### config.mk
export PLATFORM = sky130hd
export DESIGN_NAME = arp_responder_and_learner
export DESIGN_NICKNAME = d
export VERILOG_FILES = /design/src/hw/rtl/arpr_pkg.sv /design/src/hw/rtl/arpr_slot_mem.sv /design/src/hw/rtl/arpr_ctrl.sv /design/src/hw/rtl/arp_responder_and_learner.sv
export SDC_FILE = /design/constraint.sdc
export NUM_CORES = 2
export LEC_CHECK = 0
export BUFFER_PORTS_ARGS = -buffer_cell sky130_fd_sc_hd__buf_2
export CORE_UTILIZATION = 45
export CTS_BUF_LIST = sky130_fd_sc_hd__clkbuf_2
export DETAILED_ROUTE_END_ITERATION = 7
export PLACE_DENSITY = 0.66
export SLEW_MARGIN = 5
export SYNTH_ARGS = -nofsm -noshare
export SYNTH_HDL_FRONTEND = slang
export SYNTH_SLANG_ARGS = --single-unit
### constraint.sdc
create_clock -name clk -period 14.4 [get_ports clk]
set_input_delay 2.16 -clock clk [delete_from_list [all_inputs] [get_ports clk]]
set_output_delay 2.16 -clock clk [all_outputs]
set_load 0.05 [all_outputs]
### src/hw/rtl/arpr_pkg.sv
// shared types and constants for the arp responder and learner
// no dependencies; imported by every module of the block

package arpr_pkg;

  localparam int SLOTS  = 16;
  localparam int SLOT_W = (SLOTS > 1) ? $clog2(SLOTS) : 1;
  localparam int MASK_W = 16;

  localparam int IN_DATA_W  = 264;
  localparam int OUT_DATA_W = 240;

  // item kinds carried on the input tuser
  localparam logic [1:0] KIND_ARP  = 2'd0;
  localparam logic [1:0] KIND_BIND = 2'd1;
  localparam logic [1:0] KIND_READ = 2'd2;

  // arp header constants
  localparam logic [15:0] ARP_HTYPE_ETH  = 16'h0001;
  localparam logic [7:0]  ARP_HLEN_ETH   = 8'd6;
  localparam logic [15:0] ARP_PTYPE_IPV4 = 16'h0800;
  localparam logic [7:0]  ARP_PLEN_IPV4  = 8'd4;
  localparam logic [15:0] OP_REQUEST     = 16'd1;
  localparam logic [15:0] OP_REPLY       = 16'd2;

  // configuration register indexes
  localparam logic CFG_OWN_MAC = 1'b0;
  localparam logic CFG_OWN_IP  = 1'b1;

  typedef enum logic [2:0] {
    ST_REPLIED   = 3'd0,
    ST_IGNORED   = 3'd1,
    ST_LEARNED   = 3'd2,
    ST_BAD_HW    = 3'd3,
    ST_BAD_PROTO = 3'd4,
    ST_BAD_OP    = 3'd5,
    ST_BOUND     = 3'd6,
    ST_READ      = 3'd7
  } status_t;

  typedef enum logic [2:0] {
    S_IDLE,
    S_CHECK,
    S_READ_WAIT,
    S_SCAN,
    S_DRAIN,
    S_FINISH
  } state_t;

  typedef struct packed {
    logic [1:0]  kind;
    logic [15:0] hw_type;
    logic [7:0]  hw_len;
    logic [15:0] proto_type;
    logic [7:0]  proto_len;
    logic [15:0] opcode;
    logic [47:0] sender_mac;
    logic [31:0] sender_ip;
    logic [47:0] target_mac;
    logic [31:0] target_ip;
    logic [3:0]  slot;
    logic [31:0] slot_ip;
  } item_t;

  typedef struct packed {
    status_t     status;
    logic [15:0] reply_opcode;
    logic [47:0] reply_sender_mac;
    logic [31:0] reply_sender_ip;
    logic [47:0] reply_target_mac;
    logic [31:0] reply_target_ip;
    logic [MASK_W-1:0] updated_mask;
    logic [47:0] read_mac;
  } result_t;

  typedef struct packed {
    logic              ip_we;
    logic              mac_we;
    logic [SLOT_W-1:0] wr_addr;
    logic [31:0]       ip_wdata;
    logic [47:0]       mac_wdata;
    logic [SLOT_W-1:0] rd_addr;
  } mem_req_t;

  typedef struct packed {
    logic [31:0] ip_rdata;
    logic [47:0] mac_rdata;
  } mem_rsp_t;

endpackage

### src/hw/rtl/arpr_slot_mem.sv
// slot table storage: destination ip and destination mac per socket slot
// depends on arpr_pkg

module arpr_slot_mem (
  input  logic                clk,
  input  arpr_pkg::mem_req_t  req,
  output arpr_pkg::mem_rsp_t  rsp
);
  import arpr_pkg::*;

  logic [31:0] ip_mem  [SLOTS];
  logic [47:0] mac_mem [SLOTS];

  always_ff @(posedge clk) begin
    if (req.ip_we) begin
      ip_mem[req.wr_addr] <= req.ip_wdata;
    end
    if (req.mac_we) begin
      mac_mem[req.wr_addr] <= req.mac_wdata;
    end
  end

  always_ff @(posedge clk) begin
    rsp.ip_rdata  <= ip_mem[req.rd_addr];
    rsp.mac_rdata <= mac_mem[req.rd_addr];
  end

endmodule

### src/hw/rtl/arpr_ctrl.sv
// item sequencer: header checks, reply build, slot bind, read and learn scan
// depends on arpr_pkg; drives arpr_slot_mem through mem_req_t

module arpr_ctrl (
  input  logic               clk,
  input  logic               rst,
  input  logic               in_valid,
  output logic               in_ready,
  input  arpr_pkg::item_t    in_item,
  input  logic [47:0]        own_mac,
  input  logic [31:0]        own_ip,
  output arpr_pkg::mem_req_t mem_req,
  input  arpr_pkg::mem_rsp_t mem_rsp,
  input  logic               out_free,
  output logic               done,
  output arpr_pkg::result_t  res
);
  import arpr_pkg::*;

  localparam logic [SLOT_W-1:0] LAST_SLOT = SLOT_W'(SLOTS - 1);

  state_t            state;
  state_t            state_next;
  item_t             item;
  logic [SLOT_W-1:0] cnt;
  logic              chk_valid;
  logic [SLOT_W-1:0] chk_idx;
  logic [SLOTS-1:0]  slot_valid;
  logic [SLOTS-1:0]  mac_written;

  logic [SLOT_W-1:0] slot_idx;
  logic              slot_ok;
  logic              hw_ok;
  logic              proto_ok;
  status_t           arp_status;
  status_t           check_status;
  logic              learn_hit;

  // decode of the captured item
  always_comb begin
    slot_idx = SLOT_W'(item.slot);
    slot_ok  = int'(item.slot) < SLOTS;
    hw_ok    = (item.hw_type == ARP_HTYPE_ETH) && (item.hw_len == ARP_HLEN_ETH);
    proto_ok = (item.proto_type == ARP_PTYPE_IPV4) && (item.proto_len == ARP_PLEN_IPV4);
    priority if (!hw_ok) begin
      arp_status = ST_BAD_HW;
    end else if (!proto_ok) begin
      arp_status = ST_BAD_PROTO;
    end else if (item.opcode == OP_REQUEST) begin
      arp_status = (item.target_ip == own_ip) ? ST_REPLIED : ST_IGNORED;
    end else if (item.opcode == OP_REPLY) begin
      arp_status = ST_LEARNED;
    end else begin
      arp_status = ST_BAD_OP;
    end
    unique case (item.kind)
      KIND_ARP:  check_status = arp_status;
      KIND_BIND: check_status = slot_ok ? ST_BOUND : ST_IGNORED;
      KIND_READ: check_status = ST_READ;
      default:   check_status = ST_IGNORED;
    endcase
  end

  // slot whose read data is back this cycle matches the reply sender
  assign learn_hit = chk_valid && slot_valid[chk_idx] && (mem_rsp.ip_rdata == item.sender_ip);

  always_comb begin
    state_next = state;
    unique case (state)
      S_IDLE:      if (in_valid) state_next = S_CHECK;
      S_CHECK: begin
        if (item.kind == KIND_READ) begin
          state_next = S_READ_WAIT;
        end else if (check_status == ST_LEARNED) begin
          state_next = S_SCAN;
        end else begin
          state_next = S_FINISH;
        end
      end
      S_READ_WAIT: state_next = S_FINISH;
      S_SCAN:      if (cnt == LAST_SLOT) state_next = S_DRAIN;
      S_DRAIN:     state_next = S_FINISH;
      S_FINISH:    if (out_free) state_next = S_IDLE;
      default:     state_next = S_IDLE;
    endcase
  end

  always_comb begin
    in_ready          = (state == S_IDLE);
    done              = (state == S_FINISH) && out_free;
    mem_req.ip_we     = (state == S_CHECK) && (check_status == ST_BOUND);
    mem_req.mac_we    = learn_hit;
    mem_req.wr_addr   = mem_req.ip_we ? slot_idx : chk_idx;
    mem_req.ip_wdata  = item.slot_ip;
    mem_req.mac_wdata = item.sender_mac;
    mem_req.rd_addr   = (state == S_SCAN) ? cnt : slot_idx;
  end

  always_ff @(posedge clk) begin
    if (rst) begin
      state       <= S_IDLE;
      chk_valid   <= 1'b0;
      slot_valid  <= '0;
      mac_written <= '0;
    end else begin
      state     <= state_next;
      chk_valid <= (state == S_SCAN);
      if (mem_req.ip_we) begin
        slot_valid[slot_idx] <= 1'b1;
      end
      if (mem_req.mac_we) begin
        mac_written[chk_idx] <= 1'b1;
      end
    end
  end

  always_ff @(posedge clk) begin
    chk_idx <= cnt;
    if (in_valid && in_ready) begin
      item <= in_item;
      res  <= '0;
    end
    if (state == S_CHECK) begin
      cnt        <= '0;
      res.status <= check_status;
      if (check_status == ST_REPLIED) begin
        res.reply_opcode     <= OP_REPLY;
        res.reply_sender_mac <= own_mac;
        res.reply_sender_ip  <= own_ip;
        res.reply_target_mac <= item.sender_mac;
        res.reply_target_ip  <= item.sender_ip;
      end
    end
    if (state == S_SCAN) begin
      cnt <= cnt + SLOT_W'(1);
    end
    if (learn_hit && (int'(chk_idx) < MASK_W)) begin
      res.updated_mask <= res.updated_mask | (MASK_W'(1) << chk_idx);
    end
    if (state == S_READ_WAIT) begin
      res.read_mac <= (slot_ok && mac_written[slot_idx]) ? mem_rsp.mac_rdata : '0;
    end
  end

  // learn writes only come from a scan read that just returned
  a_mac_we_in_scan: assert property (@(posedge clk) disable iff (rst)
    mem_req.mac_we |-> ((state == S_SCAN) || (state == S_DRAIN)))
    else $error("mac write outside learn scan");

  // a result is only handed over when the output stage can take it
  a_done_free: assert property (@(posedge clk) disable iff (rst)
    done |-> out_free)
    else $error("result handed over to a full output stage");

  // only a learn result carries an update mask
  a_mask_learn: assert property (@(posedge clk) disable iff (rst)
    (done && (res.status != ST_LEARNED)) |-> (res.updated_mask == '0))
    else $error("update mask on a non-learn result");

  // read data is sampled in the cycle after the read address was set
  a_read_wait: assert property (@(posedge clk) disable iff (rst)
    (state == S_READ_WAIT) |-> ($past(state) == S_CHECK))
    else $error("read wait not preceded by check");

endmodule

### src/hw/rtl/arp_responder_and_learner.sv
// top level of the arp responder and learner: stream ports, config registers,
// result output stage; depends on arpr_pkg, arpr_slot_mem and arpr_ctrl

// One beat in, one beat out. An ARP packet beat (kind 0) has its header
// checked (hardware type 1 / length 6, protocol 0x0800 / length 4); a request
// for own_ip yields a reply in the result, a reply beat updates the MAC of
// every bound slot whose destination IP equals the sender IP and reports
// them in updated_mask. Kind 1 binds a slot's destination IP, kind 2 reads a
// slot's MAC. Items are handled one at a time, and a learn runs a scan that
// reads the slot table one entry per cycle through its single read port. A
// finished result sits in the output stage, so the next beat is accepted
// while it waits for tready. After reset all slots read as unbound with a
// zero MAC at once; there is no clearing pass. own_mac / own_ip should be
// written only while idle.

module arp_responder_and_learner (
  input  logic                               clk,
  input  logic                               rst,
  // configuration writes
  input  logic                               cfg_valid,
  output logic                               cfg_ready,
  input  logic                               cfg_index,
  input  logic [47:0]                        cfg_data,
  // input beats
  input  logic                               s_axis_tvalid,
  output logic                               s_axis_tready,
  // hw_type, hw_len, proto_type, proto_len, opcode, sender_mac, sender_ip,
  // target_mac, target_ip, slot, slot_ip, zero pad
  input  logic [arpr_pkg::IN_DATA_W-1:0]     s_axis_tdata,
  // kind
  input  logic [1:0]                         s_axis_tuser,
  // result beats
  output logic                               m_axis_tvalid,
  input  logic                               m_axis_tready,
  // reply_opcode, reply_sender_mac, reply_sender_ip, reply_target_mac,
  // reply_target_ip, updated_mask, read_mac
  output logic [arpr_pkg::OUT_DATA_W-1:0]    m_axis_tdata,
  // status
  output logic [2:0]                         m_axis_tuser
);
  import arpr_pkg::*;

  logic [47:0] own_mac;
  logic [31:0] own_ip;
  item_t       in_item;
  mem_req_t    mem_req;
  mem_rsp_t    mem_rsp;
  logic        out_free;
  logic        done;
  result_t     res;

  // config registers, always ready
  assign cfg_ready = 1'b1;

  always_ff @(posedge clk) begin
    if (rst) begin
      own_mac <= '0;
      own_ip  <= '0;
    end else if (cfg_valid && cfg_ready) begin
      unique case (cfg_index)
        CFG_OWN_MAC: own_mac <= cfg_data;
        CFG_OWN_IP:  own_ip  <= cfg_data[31:0];
        default:     ;
      endcase
    end
  end

  // unpack the input beat, lowest field first
  always_comb begin
    in_item.kind       = s_axis_tuser;
    in_item.hw_type    = s_axis_tdata[15:0];
    in_item.hw_len     = s_axis_tdata[23:16];
    in_item.proto_type = s_axis_tdata[39:24];
    in_item.proto_len  = s_axis_tdata[47:40];
    in_item.opcode     = s_axis_tdata[63:48];
    in_item.sender_mac = s_axis_tdata[111:64];
    in_item.sender_ip  = s_axis_tdata[143:112];
    in_item.target_mac = s_axis_tdata[191:144];
    in_item.target_ip  = s_axis_tdata[223:192];
    in_item.slot       = s_axis_tdata[227:224];
    in_item.slot_ip    = s_axis_tdata[259:228];
  end

  arpr_slot_mem u_mem (
    .clk (clk),
    .req (mem_req),
    .rsp (mem_rsp)
  );

  arpr_ctrl u_ctrl (
    .clk      (clk),
    .rst      (rst),
    .in_valid (s_axis_tvalid),
    .in_ready (s_axis_tready),
    .in_item  (in_item),
    .own_mac  (own_mac),
    .own_ip   (own_ip),
    .mem_req  (mem_req),
    .mem_rsp  (mem_rsp),
    .out_free (out_free),
    .done     (done),
    .res      (res)
  );

  // output stage: holds one result until the sink takes it
  assign out_free = !m_axis_tvalid || m_axis_tready;

  always_ff @(posedge clk) begin
    if (rst) begin
      m_axis_tvalid <= 1'b0;
    end else if (done) begin
      m_axis_tvalid <= 1'b1;
    end else if (m_axis_tready) begin
      m_axis_tvalid <= 1'b0;
    end
  end

  always_ff @(posedge clk) begin
    if (done) begin
      m_axis_tuser  <= res.status;
      m_axis_tdata  <= {res.read_mac, res.updated_mask, res.reply_target_ip,
                        res.reply_target_mac, res.reply_sender_ip,
                        res.reply_sender_mac, res.reply_opcode};
    end
  end

endmodule

==> reports/metrics.cfg <==
[sta]
holdWs_ps=364.2
worst_slew_pin_slew_ps=1208
drv_slew=0
rsz0062_at_grt=no
skew_ps=164.3
period_needed_ps=5447
fin_ws_ps=8953
setup_viol=0
max_freq_ghz=0.1836
relSlewSlack=0.1946
finalHoldViolations=0
fin_setup_tns_ps=0
min_period_over_period=0.3783

[power]
p_leak_uw=0.03108
powerDensity_nw_per_um2=153.6
fin_total_pwr_uw=13660
peakVddDrop_uv=74.31

[clock_network]
h-tree-depth=6
hold_buffers=0
clk_latency_ps=1790
postCtsSetupBuffers=0
clock_path_buffers=4
cts_tree=yes
clk_pin_slew_worst_paths_ps=90
cts-resized-gates=0
numCtsBuffers=569
clock_sinks=2185
root_buffer=clkbuf_2

[cells_and_area]
layout_commonest_cell=edfxtp_1
area_growth_pct=13.27
fillers=14320
final_cell_mix=edfxtp_1, clkbuf_2, buf_2, dfxtp_1, nand2_1
finish.net_count=5555
multi_input_comb_area_um2=15090
seqCellArea_um2=61840
drive_above_1_share=0.3302
final_cells=7972

[global_routing]
grt_usage=0.2117
antenna_found_initial=28
gr-usage-met1=0.2675
top_usage_layer=met2
overflow=0
gr-usage-met2=0.3534
grt_max_degree=189
grtUsageMet3=0.05222
grt_pass1_wl_mm=271.8
grt_pass1_vias=42470

[logic_synthesis]
ys_seq_elements=2185
synth-simple-area-share=0.04984
syn-cell-area_um2=78530
synth.avg_cell_area_um2=18.20
synth_xor_area_frac=0.007472
seq_area_frac_synth=0.7874
yosys-top-cells-area=edfxtp_1, dfxtp_1, mux4_2
synth_ff_type=edfxtp_1
synthesis.nets=4638
synth_top_area_cell=edfxtp_1
synth-compound-area-share=0.03510
synth_top_area_frac=0.6913
synth_edf_count=1808
async_reset_ff_frac=0
synth_cell_types=50
yosysWarnings=0
muxShareOfSynthArea=0.09562
synth_fa_ha_area_frac=0.0006373
synth_top_family_by_area=multiplexers
syn_inst=4314

[critical_path]
worstSetupStartpoint=u_ctrl.state[0]
critPathRequiredTime_ps=15960
r2r_start=u_ctrl.state[0]
worstSetupStartpointType=flop
rrSetupSlack_ps=8950
critical_path_class=flop to flop
cp_max_fo=113
worstPathArrival_ps=7010
end_kind=flop

[floorplanning]
rows=152
initial_core_util=0.4553
die_width_um=419.8
ios=566
die_height_um=419.8
die-area_um2=176200
core_area_um2=172500

[routing]
route.detailed.drc=0
vias=42000
drt-vias-per-instance=5.268
routed_wl_mm=188.1
drt-pass1-iter-count=5
drt_iter0_drc=3204
ant_nets=0
wl_per_cell_um=23.59

[placed_design]
globalplace.congestion=0.8361
port_buffers=512
dp_hpwl_mm=102.6
dp.cells=6970
dpl_worst_slack_ps=8960

[hold_path]
min_from=u_ctrl.res[178]
holdCritPathClass=flop to flop

[outcome]
status=finished clean

[job]
maxCapViolCount=0

==> Yosys cell counts (29+ instances only) <==
master    instances
nor2_1           47
o21ai_0         164
nand3_1         176
clkbuf_1        140
a31oi_1          87
a21oi_1         141
edfxtp_1       1808
a211oi_1         81
inv_1           195
dfxtp_1         377
mux4_2          330
and2_1          131
xnor2_1          29
nand2_1         333
buf_2            58
xor2_1           38
==> worst max-delay path, stage by stage (launching register included) <==
cell	delay, ps
dfxtp_1	510
nor2b_4	390
nand2_8	150
mux2i_4	840
buf_4	720
buf_12	590
buf_4	800
mux4_2	400
and2_1	170
a211oi_1	280
a31oi_1	100
==> routing by layer <==
| layer | vias up | share of wire |
|---|---|---|
| met4 | 10 | 0.025 |
| met5 | - | 0.00035 |
| met3 | 283 | 0.070 |
| met2 | 1615 | 0.50 |
| met1 | 21250 | 0.41 |
| li1 | 18840 | - |
==> logic make-up (layout without fill, tap and decap cells) <==
family	Yosys count	in the layout
AND/OR/NAND/NOR	807	807
AO/OA/AOI/OAI	482	482
XOR/XNOR	67	67
flip-flops	2185	2185
buffers and inverters	432	1763
adder cells (fa/ha/maj)	4	4
other	1	18
multiplexers	336	336
==> through the flow <==
stage                 util  instance area [um^2]
CTS                 0.5155                 88920
finish              0.5157                 88960
detailed placement  0.4853                 83720
global placement    0.4853                 83720
global route        0.5156                 88940
floorplan                -                 78530
==> report_power, final <==
group / internal [uW] / switching, uW
combinational: 561 / 1030
clock: 1840 / 2440
sequential: 7440 / 353
total: 9840 / 3820
==> flip-flops by register name, summed over array words and instances, names as in the netlist, 4 cells and up <==
| name | count |
|---|---|
| u_mem.rsp | 80 |
| u_ctrl.res | 243 |
| u_mem.mac_mem | 768 |
| u_ctrl.slot_idx | 4 |
| u_mem.ip_mem | 512 |
| u_ctrl.mac_written | 16 |
| u_ctrl.mem_req | 80 |
| own_mac | 48 |
| u_ctrl.slot_valid | 16 |
| m_axis_tdata | 240 |
| u_ctrl.item | 130 |
| own_ip | 32 |
| u_ctrl.chk_idx | 4 |
| u_ctrl.cnt | 4 |
==> area by class of cell <==
cell class	count	area share
Multi-Input combinational cell	1697	0.1696
Sequential cell	2185	0.6952
Clock buffer	873	0.04912
Inverter	195	0.008312
Antenna cell	17	0.0004782
Tap cell	2310	0.03249
Clock inverter	112	0.009339
Timing Repair Buffer	583	0.03553
==> path summary, 6_finish.rpt <==
check / endpoint / cells past startpoint
min reg2reg: m_axis_tdata[18] / 0
max: u_mem.rsp[32] / 10
max reg2reg: u_mem.rsp[32] / 10
min: m_axis_tdata[18] / 0
No activity file was read; power rests on OpenSTA's default activity.
